[src/hw/rtl/tfz_pkg.sv]
// Shared types, codes and constants of the three-finger zoom recognizer.
// No dependencies.
package tfz_pkg;

    localparam int TFZ_COORD_BITS = 16;
    localparam int NUM_SLOTS      = 3;
    localparam int SLOT_IDX_W     = 2;
    localparam int THR_W          = 16;

    localparam logic [3:0] MAX_FINGERS = 4'd15;
    localparam logic [3:0] START_COUNT = 4'd3;

    localparam logic [THR_W-1:0] THR_RESET = 16'd240;

    // Configuration register indexes.
    localparam logic CFG_STEP_THR  = 1'b0;
    localparam logic CFG_TOTAL_THR = 1'b1;

    // Event kinds.
    localparam logic [2:0] FUNC_DOWN   = 3'd0;
    localparam logic [2:0] FUNC_MOTION = 3'd1;
    localparam logic [2:0] FUNC_UP     = 3'd2;
    localparam logic [2:0] FUNC_FRAME  = 3'd3;
    localparam logic [2:0] FUNC_CANCEL = 3'd4;

    // Verdicts.
    localparam logic [2:0] V_IGNORE    = 3'd0;
    localparam logic [2:0] V_MAYBE     = 3'd1;
    localparam logic [2:0] V_UPDATE    = 3'd2;
    localparam logic [2:0] V_FINISHED  = 3'd3;
    localparam logic [2:0] V_CANCELLED = 3'd4;

    // Directions.
    localparam logic [1:0] DIR_NONE = 2'd0;
    localparam logic [1:0] DIR_IN   = 2'd1;
    localparam logic [1:0] DIR_OUT  = 2'd2;

    typedef struct packed {
        logic [2:0]  func;
        logic [3:0]  slot;
        logic [15:0] pos_x;
        logic [15:0] pos_y;
    } t_in_beat;

    typedef struct packed {
        logic [2:0] verdict;
        logic [1:0] last_dir;
        logic [1:0] total_dir;
        logic [3:0] fingers;
    } t_out_beat;

endpackage

[src/hw/rtl/tfz_dist.sv]
// Doubled Manhattan distance from point 1 to the midpoint of points 0 and 2.
// Depends on tfz_pkg.
module tfz_dist import tfz_pkg::*; #(
    parameter int COORD_BITS = TFZ_COORD_BITS
) (
    input  logic [COORD_BITS-1:0] i_x [NUM_SLOTS],
    input  logic [COORD_BITS-1:0] i_y [NUM_SLOTS],
    output logic [COORD_BITS+1:0] o_dist
);

    localparam int SW = COORD_BITS + 2;
    localparam int AW = COORD_BITS + 1;

    logic signed [SW-1:0] w_dx;
    logic signed [SW-1:0] w_dy;
    logic [AW-1:0]        w_ax;
    logic [AW-1:0]        w_ay;

    assign w_dx = $signed(SW'(i_x[0])) + $signed(SW'(i_x[2]))
                - $signed({1'b0, i_x[1], 1'b0});
    assign w_dy = $signed(SW'(i_y[0])) + $signed(SW'(i_y[2]))
                - $signed({1'b0, i_y[1], 1'b0});

    assign w_ax = w_dx[SW-1] ? AW'(-w_dx) : AW'(w_dx);
    assign w_ay = w_dy[SW-1] ? AW'(-w_dy) : AW'(w_dy);

    assign o_dist = SW'(w_ax) + SW'(w_ay);

endmodule

[src/hw/rtl/tfz_core.sv]
// Gesture state and per-event decision logic; one event per enabled cycle.
// Depends on tfz_pkg and tfz_dist.
module tfz_core import tfz_pkg::*; #(
    parameter int COORD_BITS = TFZ_COORD_BITS
) (
    input  logic             i_clk,
    input  logic             i_rst_n,
    input  logic             i_fire,
    input  t_in_beat         i_beat,
    input  logic [THR_W-1:0] i_step_thr,
    input  logic [THR_W-1:0] i_total_thr,
    output t_out_beat        o_beat
);

    localparam int C  = COORD_BITS;
    localparam int MW = (C > 16) ? C : 16;
    localparam int DW = C + 2;
    localparam int SW = ((C + 3) > (THR_W + 3)) ? (C + 3) : (THR_W + 3);

    typedef logic [C-1:0] t_coord;

    logic [3:0] r_fc, n_fc;
    logic       r_canc, n_canc;
    logic       r_started, n_started;
    logic [1:0] r_dir, n_dir;
    t_coord     r_start_x [NUM_SLOTS], n_start_x [NUM_SLOTS];
    t_coord     r_start_y [NUM_SLOTS], n_start_y [NUM_SLOTS];
    t_coord     r_last_x  [NUM_SLOTS], n_last_x  [NUM_SLOTS];
    t_coord     r_last_y  [NUM_SLOTS], n_last_y  [NUM_SLOTS];
    t_coord     r_cur_x   [NUM_SLOTS], n_cur_x   [NUM_SLOTS];
    t_coord     r_cur_y   [NUM_SLOTS], n_cur_y   [NUM_SLOTS];

    logic [MW-1:0]         w_wide_x, w_wide_y;
    t_coord                w_px, w_py;
    logic                  w_slot_ok;
    logic [SLOT_IDX_W-1:0] w_sidx;
    logic [3:0]            w_fc_inc, w_fc_dec;
    logic [2:0]            w_verdict;
    logic                  w_clear_after;
    logic [1:0]            w_total_dir;

    logic [DW-1:0]        w_dist_cur, w_dist_last, w_dist_ncur, w_dist_nstart;
    logic signed [SW-1:0] w_d_frame, w_d_total, w_t2;
    logic [SW-1:0]        w_abs_frame;
    logic                 w_frame_big;

    assign w_wide_x  = MW'(i_beat.pos_x);
    assign w_wide_y  = MW'(i_beat.pos_y);
    assign w_px      = w_wide_x[C-1:0];
    assign w_py      = w_wide_y[C-1:0];
    assign w_slot_ok = i_beat.slot < 4'(NUM_SLOTS);
    assign w_sidx    = i_beat.slot[SLOT_IDX_W-1:0];
    assign w_fc_inc  = (r_fc < MAX_FINGERS) ? r_fc + 4'd1 : r_fc;
    assign w_fc_dec  = (r_fc != 4'd0) ? r_fc - 4'd1 : r_fc;

    // Frame test works on the stored points, before this event.
    tfz_dist #(.COORD_BITS(C)) u_dist_cur (
        .i_x(r_cur_x), .i_y(r_cur_y), .o_dist(w_dist_cur)
    );
    tfz_dist #(.COORD_BITS(C)) u_dist_last (
        .i_x(r_last_x), .i_y(r_last_y), .o_dist(w_dist_last)
    );

    assign w_d_frame   = $signed(SW'(w_dist_cur)) - $signed(SW'(w_dist_last));
    assign w_abs_frame = w_d_frame[SW-1] ? SW'(-w_d_frame) : SW'(w_d_frame);
    assign w_frame_big = w_abs_frame >= SW'({i_step_thr, 1'b0});

    always_comb begin
        n_fc          = r_fc;
        n_canc        = r_canc;
        n_started     = r_started;
        n_dir         = r_dir;
        n_start_x     = r_start_x;
        n_start_y     = r_start_y;
        n_last_x      = r_last_x;
        n_last_y      = r_last_y;
        n_cur_x       = r_cur_x;
        n_cur_y       = r_cur_y;
        w_verdict     = V_IGNORE;
        w_clear_after = 1'b0;

        unique case (i_beat.func)
            FUNC_DOWN: begin
                n_fc = w_fc_inc;
                if (!r_canc) begin
                    if (w_fc_inc <= START_COUNT && w_slot_ok) begin
                        n_start_x[w_sidx] = w_px;
                        n_start_y[w_sidx] = w_py;
                    end
                    if (w_fc_inc == START_COUNT) begin
                        n_started = 1'b1;
                        n_last_x  = n_start_x;
                        n_last_y  = n_start_y;
                        n_cur_x   = n_start_x;
                        n_cur_y   = n_start_y;
                        w_verdict = V_MAYBE;
                    end else if (w_fc_inc > START_COUNT) begin
                        n_canc    = 1'b1;
                        w_verdict = V_CANCELLED;
                    end
                end
            end
            FUNC_MOTION: begin
                if (!r_canc && r_started && w_slot_ok) begin
                    n_cur_x[w_sidx] = w_px;
                    n_cur_y[w_sidx] = w_py;
                end
            end
            FUNC_UP: begin
                n_fc = w_fc_dec;
                if (w_fc_dec == 4'd0) begin
                    if (!r_canc && r_started && r_dir != DIR_NONE) begin
                        w_verdict     = V_FINISHED;
                        w_clear_after = 1'b1;
                    end else begin
                        // Clear before reporting, so both directions read as none.
                        n_canc    = 1'b0;
                        n_started = 1'b0;
                        n_dir     = DIR_NONE;
                        for (int i = 0; i < NUM_SLOTS; i++) begin
                            n_start_x[i] = '0;
                            n_start_y[i] = '0;
                            n_last_x[i]  = '0;
                            n_last_y[i]  = '0;
                            n_cur_x[i]   = '0;
                            n_cur_y[i]   = '0;
                        end
                    end
                end
            end
            FUNC_FRAME: begin
                if (!r_canc && r_started && w_frame_big) begin
                    n_last_x  = r_cur_x;
                    n_last_y  = r_cur_y;
                    // Only a strictly growing spread is zoom in; no change counts as out.
                    n_dir     = (!w_d_frame[SW-1] && w_d_frame != '0) ? DIR_IN : DIR_OUT;
                    w_verdict = V_UPDATE;
                end
            end
            FUNC_CANCEL: begin
                n_canc    = 1'b1;
                w_verdict = V_CANCELLED;
            end
            default: begin
            end
        endcase
    end

    // Total direction is reported on the points as this event leaves them.
    tfz_dist #(.COORD_BITS(C)) u_dist_ncur (
        .i_x(n_cur_x), .i_y(n_cur_y), .o_dist(w_dist_ncur)
    );
    tfz_dist #(.COORD_BITS(C)) u_dist_nstart (
        .i_x(n_start_x), .i_y(n_start_y), .o_dist(w_dist_nstart)
    );

    assign w_d_total = $signed(SW'(w_dist_ncur)) - $signed(SW'(w_dist_nstart));
    assign w_t2      = $signed(SW'({i_total_thr, 1'b0}));

    always_comb begin
        if (w_d_total > w_t2) begin
            w_total_dir = DIR_IN;
        end else if (w_d_total < -w_t2) begin
            w_total_dir = DIR_OUT;
        end else begin
            w_total_dir = DIR_NONE;
        end
    end

    assign o_beat = '{verdict: w_verdict, last_dir: n_dir, total_dir: w_total_dir,
                      fingers: n_fc};

    always_ff @(posedge i_clk) begin
        if (!i_rst_n) begin
            r_fc      <= 4'd0;
            r_canc    <= 1'b0;
            r_started <= 1'b0;
            r_dir     <= DIR_NONE;
            for (int i = 0; i < NUM_SLOTS; i++) begin
                r_start_x[i] <= '0;
                r_start_y[i] <= '0;
                r_last_x[i]  <= '0;
                r_last_y[i]  <= '0;
                r_cur_x[i]   <= '0;
                r_cur_y[i]   <= '0;
            end
        end else if (i_fire) begin
            r_fc <= n_fc;
            if (w_clear_after) begin
                r_canc    <= 1'b0;
                r_started <= 1'b0;
                r_dir     <= DIR_NONE;
                for (int i = 0; i < NUM_SLOTS; i++) begin
                    r_start_x[i] <= '0;
                    r_start_y[i] <= '0;
                    r_last_x[i]  <= '0;
                    r_last_y[i]  <= '0;
                    r_cur_x[i]   <= '0;
                    r_cur_y[i]   <= '0;
                end
            end else begin
                r_canc    <= n_canc;
                r_started <= n_started;
                r_dir     <= n_dir;
                r_start_x <= n_start_x;
                r_start_y <= n_start_y;
                r_last_x  <= n_last_x;
                r_last_y  <= n_last_y;
                r_cur_x   <= n_cur_x;
                r_cur_y   <= n_cur_y;
            end
        end
    end

endmodule

[src/hw/rtl/three_finger_zoom_gesture_recognizer.sv]
// Three-finger zoom gesture recognizer, top level.
// Depends on tfz_pkg, tfz_core and tfz_dist.
//
// Usage:
//   Touch events enter on the input channel (i_in_valid / o_in_stall /
//   i_in_data); one result beat leaves on the output channel (o_out_valid /
//   i_out_stall / o_out_data) for every event, in order.
//   A beat moves at a rising edge with valid high and stall low.
//   An accepted event waits in the event register; its result is loaded into the
//   result register when it fires. Throughput is one event per cycle unless the
//   receiver stalls: the event register feeds combinational decision logic whose
//   state updates at the same edge that loads the result register.
//   When the receiver stalls, the result register holds its beat; one more
//   event waits in the event register, and then o_in_stall rises until the
//   result is taken.
//   Thresholds are written through i_cfg_we / i_cfg_idx / i_cfg_data; the user
//   must write them only while the block is idle, which the block does not enforce.
//   Synchronous active-low reset empties both registers, zeroes the finger
//   count and the gesture state, and sets both thresholds to 240.
module three_finger_zoom_gesture_recognizer import tfz_pkg::*; #(
    parameter int COORD_BITS = TFZ_COORD_BITS
) (
    input  logic             i_clk,
    input  logic             i_rst_n,
    input  logic             i_in_valid,
    output logic             o_in_stall,
    input  t_in_beat         i_in_data,
    output logic             o_out_valid,
    input  logic             i_out_stall,
    output t_out_beat        o_out_data,
    input  logic             i_cfg_we,
    input  logic             i_cfg_idx,
    input  logic [THR_W-1:0] i_cfg_data
);

    logic             r_s1_valid;
    t_in_beat         r_s1_data;
    logic             r_out_valid;
    t_out_beat        r_out_data;
    logic [THR_W-1:0] r_step_thr;
    logic [THR_W-1:0] r_total_thr;

    logic      w_adv;
    logic      w_fire;
    t_out_beat w_result;

    assign w_adv      = !r_out_valid || !i_out_stall;
    assign w_fire     = r_s1_valid && w_adv;
    assign o_in_stall = r_s1_valid && !w_adv;

    always_ff @(posedge i_clk) begin
        if (!i_rst_n) begin
            r_s1_valid <= 1'b0;
        end else if (!r_s1_valid || w_adv) begin
            r_s1_valid <= i_in_valid;
        end
    end

    always_ff @(posedge i_clk) begin
        if (!r_s1_valid || w_adv) begin
            r_s1_data <= i_in_data;
        end
    end

    always_ff @(posedge i_clk) begin
        if (!i_rst_n) begin
            r_step_thr  <= THR_RESET;
            r_total_thr <= THR_RESET;
        end else if (i_cfg_we) begin
            unique case (i_cfg_idx)
                CFG_STEP_THR:  r_step_thr  <= i_cfg_data;
                CFG_TOTAL_THR: r_total_thr <= i_cfg_data;
                default: begin
                end
            endcase
        end
    end

    tfz_core #(.COORD_BITS(COORD_BITS)) u_core (
        .i_clk       (i_clk),
        .i_rst_n     (i_rst_n),
        .i_fire      (w_fire),
        .i_beat      (r_s1_data),
        .i_step_thr  (r_step_thr),
        .i_total_thr (r_total_thr),
        .o_beat      (w_result)
    );

    always_ff @(posedge i_clk) begin
        if (!i_rst_n) begin
            r_out_valid <= 1'b0;
        end else if (w_adv) begin
            r_out_valid <= r_s1_valid;
        end
    end

    always_ff @(posedge i_clk) begin
        if (w_fire) begin
            r_out_data <= w_result;
        end
    end

    assign o_out_valid = r_out_valid;
    assign o_out_data  = r_out_data;

endmodule

[config.mk]
export PLATFORM = sky130hd
export DESIGN_NAME = three_finger_zoom_gesture_recognizer
export DESIGN_NICKNAME = d
export VERILOG_FILES = /design/src/hw/rtl/tfz_pkg.sv /design/src/hw/rtl/tfz_dist.sv /design/src/hw/rtl/tfz_core.sv /design/src/hw/rtl/three_finger_zoom_gesture_recognizer.sv
export SDC_FILE = /design/constraint.sdc
export NUM_CORES = 2
export LEC_CHECK = 0
export BUFFER_PORTS_ARGS = -buffer_cell sky130_fd_sc_hd__buf_2
export CAP_MARGIN = 20
export CORE_MARGIN = 3
export CORE_UTILIZATION = 30
export DETAILED_ROUTE_END_ITERATION = 12
export PLACE_DENSITY_LB_ADDON = 0.05
export SYNTH_ARGS = -nofsm -noshare
export SYNTH_HDL_FRONTEND = slang
export SYNTH_SLANG_ARGS = --single-unit
[constraint.sdc]
create_clock -name i_clk -period 10 [get_ports i_clk]
set_clock_uncertainty 0.1 [all_clocks]
set_input_delay 1.5 -clock i_clk [delete_from_list [all_inputs] [get_ports i_clk]]
set_output_delay 1.5 -clock i_clk [all_outputs]
set_load 0.1 [all_outputs]
==> run metrics <==
CP max stage cell=or4b_4; Final Setup Violations=0; fraction of layout cells with a size suffix above 1=27.5%; H-tree Lvls=2; outcome=complete, no violations; Slowest Stage Delay on Critical Path=0.58 ns; EDFF count, synth=50; CP Launch Type=flop; top_reg_cell synth=dfxtp_1; Final Non-Filler Cells=6,790; Die Height=346 um; register area=0.00812 sq mm; Vias/cell=5.07; antenna violations before repair=0; Net Count, Synth=4,853; post-route setup slack=0.288 ns; Data arrival, critical path=10.00 ns; ys async rst share=0%; clk sink count=380; TritonCTS buffer count=50; Routed Antenna Nets=0; DR DRC count=0; Multi-input gate area=0.0255 sq mm; die area=0.120 sq mm; Static Leakage=21.1 nW; sequential share of the synthesized area=23.3%; row count=124; Reg clk slew, reported paths=0.06 ns; DRT Wirelength=152,000 um; clock buffer depth=3; Layout area overhead=36.6%; total gr overflow=0; vias=34,408; Synth Register Bits=380; Initial Utilization=30.3%; Post-Syn Instances=4,377; worst hold slack=0.352 ns; slew at the pin closest to its max-slew limit=1.07 ns; post-route clock period utilization=97.1%; Crit path required time=10.29 ns; Synth Warn #=0; IR Drop Worst-Case VDD=0.000896 V; unique cell type count in the Yosys netlist=85; Ant. Diodes=0; vias in the first global route=33,502; CTS tree=built; DRT iter0 DRCs=2,538; io pins=74; Synth top cells by count=542 x inv_1, 461 x nand2_1, 362 x a21oi_1; Post-Syn Area=0.0348 sq mm; Fin. Hold Viols=0; max_cap viols=0; Root Driver=clkbuf_16; Max Fanout on Critical Path=8; maximum clock rate=103 MHz; Die W=346 um; clk_lat worst skew=0.63 ns; Synth top area share=19.0%; DR WL/cell=22.4 um; most frequent cell after synthesis=inv_1; Initial DRT Pass Iterations=10; Syn Area/Cell=7.95 sq um; Hold Path Class=reg -> reg; Fillers=11,805; port bufs=73; TNS Setup=0 ns; dpl cells=6,586; core area=0.115 sq mm; min cycle time layout=9.71 ns; largest net degree at the start of global routing=131; post-synth top area cell=dfxtp_1; Top cell by count, worst path=ha_4; GPL Wtd Cong=0.887; worst slack, placed=-0.623 ns; GRT Total Usage=24.3%; DP Wirelength=117,000 um; Net count, final=5,713; Rel. slew slack=28.4%; P per Cell Area=452 mW/mm^2; RSZ-0062 raised after global routing=true; crit end category=flop; first-pass GRT wire length=220,000 um; Synth area leaders=dfxtp_1 19%, fa_1 11%, ha_1 8.2%, inv_1 5.9%, a21oi_1 5.2%; Crit Path Class=reg -> reg; Final Max Tran Viols=0
## where the power goes
group,total [mW],leakage [nW],internal (mW),switching [mW]
registers,1.64,3.19,1.59,0.0488
clock network,1.86,0.792,1.05,0.809
logic,18.0,17.1,8.53,9.46
## cell usage in the layout, fill, tap and decap left out, types with 24 or more instances in the layout
cell type and n:
a21oi_1 313, buf_4 929, o211ai_1 24, xnor2_1 163, nor2_1 163, ha_1 197, clkbuf_16 57, dfxtp_1 323
o21ai_0 119, and2_1 134, a21oi_2 43, a21o_1 35, o22ai_1 59, nand3_1 122, inv_1 526, nor3_1 39
nand2b_1 36, buf_2 72, mux2i_1 98, fa_1 184, xor2_1 100, nor2b_1 65, buf_12 28, edfxtp_1 50
or3_1 44, o21a_1 28, a22o_1 36, a222oi_1 61, o21ai_1 96, a22oi_1 163, nand2_1 446
## layer usage
layer | share of wire, % | GRT usage (%) | vias to the layer above
met1 | 45 | 32.5 | 16585
li1 | - | - | 16823
met2 | 46 | 39.6 | 792
met5 | 0 | 0 | -
met3 | 3.6 | 2.11 | 208
met4 | 5.2 | 11.3 | 0
## repair_timing
item | CTS | global route
cloned | 3 | 7
gates resized for setup | 94 | 273
endpoints found under the hold margin | 0 | 0
hold buffers | 0 | 0
setup endpoints to repair | 103 | 103
pin swaps | 51 | 142
setup buffers | 56 | 48
## critical path: cells and delay by family (launching register included)
| kind | cells | cell delay [ns] |
|---|---|---|
| AOI/OAI and AO/OA | 11 | 1.78 |
| xor gates and xnor gates | 3 | 0.61 |
| adders and majority gates | 8 | 2.77 |
| buffers and inverters | 8 | 0.90 |
| DFF | 1 | 0.36 |
| and+or+nand+nor | 14 | 2.93 |
## cells by family after synthesis
family / Yosys count / synth area share, %
AO/OA/AOI/OAI: 1187 / 22.0
XOR/XNOR: 288 / 7.29
adder cells (fa/ha/maj): 417 / 19.0
buffers and inverters: 794 / 8.72
flip-flops: 380 / 23.3
multiplexers: 101 / 2.92
AND/OR/NAND/NOR: 1210 / 16.7
## sequential cells by signal, summed over array words and instances (netlist names), 2 cells and up
register / cells
u_core.r_cur_x: 48
u_core.r_cur_y: 48
u_core.r_last_x: 48
u_core.r_last_y: 48
u_core.r_start_x: 48
u_core.r_start_y: 48
r_s1_data: 39
r_step_thr: 16
r_total_thr: 16
o_out_data: 11
u_core.r_fc: 4
u_core.r_dir: 2
## per-stage QoR
step / utilization (%) / power [mW] / area, sq um
detailed placement: 37.6 / 17.1 / 43100
finish: 41.4 / 21.5 / 47500
global route: 41.4 / 23.0 / 47500
floorplan: - / 8.61 / 34800
CTS: 39.8 / 19.4 / 45600
global placement: 37.6 / 17.1 / 43100
## layout make-up
cell class	count	share of cell area (%)
clock buffer	63	2.82
timing repair buffer	1058	17.6
sequential	380	17.1
multi-input combinational	3204	53.6
clock inverter	30	0.571
tap	1512	3.98
inverter	543	4.29
## worst paths after layout
| kind | from | to | slack, ns | cells after the start |
|---|---|---|---|---|
| max | u_core.r_fc[0] | o_out_data[5] | 0.29 | 44 |
| min | u_core.r_last_x[6] | u_core.r_last_x[6] | 0.35 | 2 |
| max reg2reg | u_core.r_fc[0] | o_out_data[5] | 0.29 | 44 |
| min reg2reg | u_core.r_last_x[6] | u_core.r_last_x[6] | 0.35 | 2 |
No activity file was read; power rests on OpenSTA's default activity.
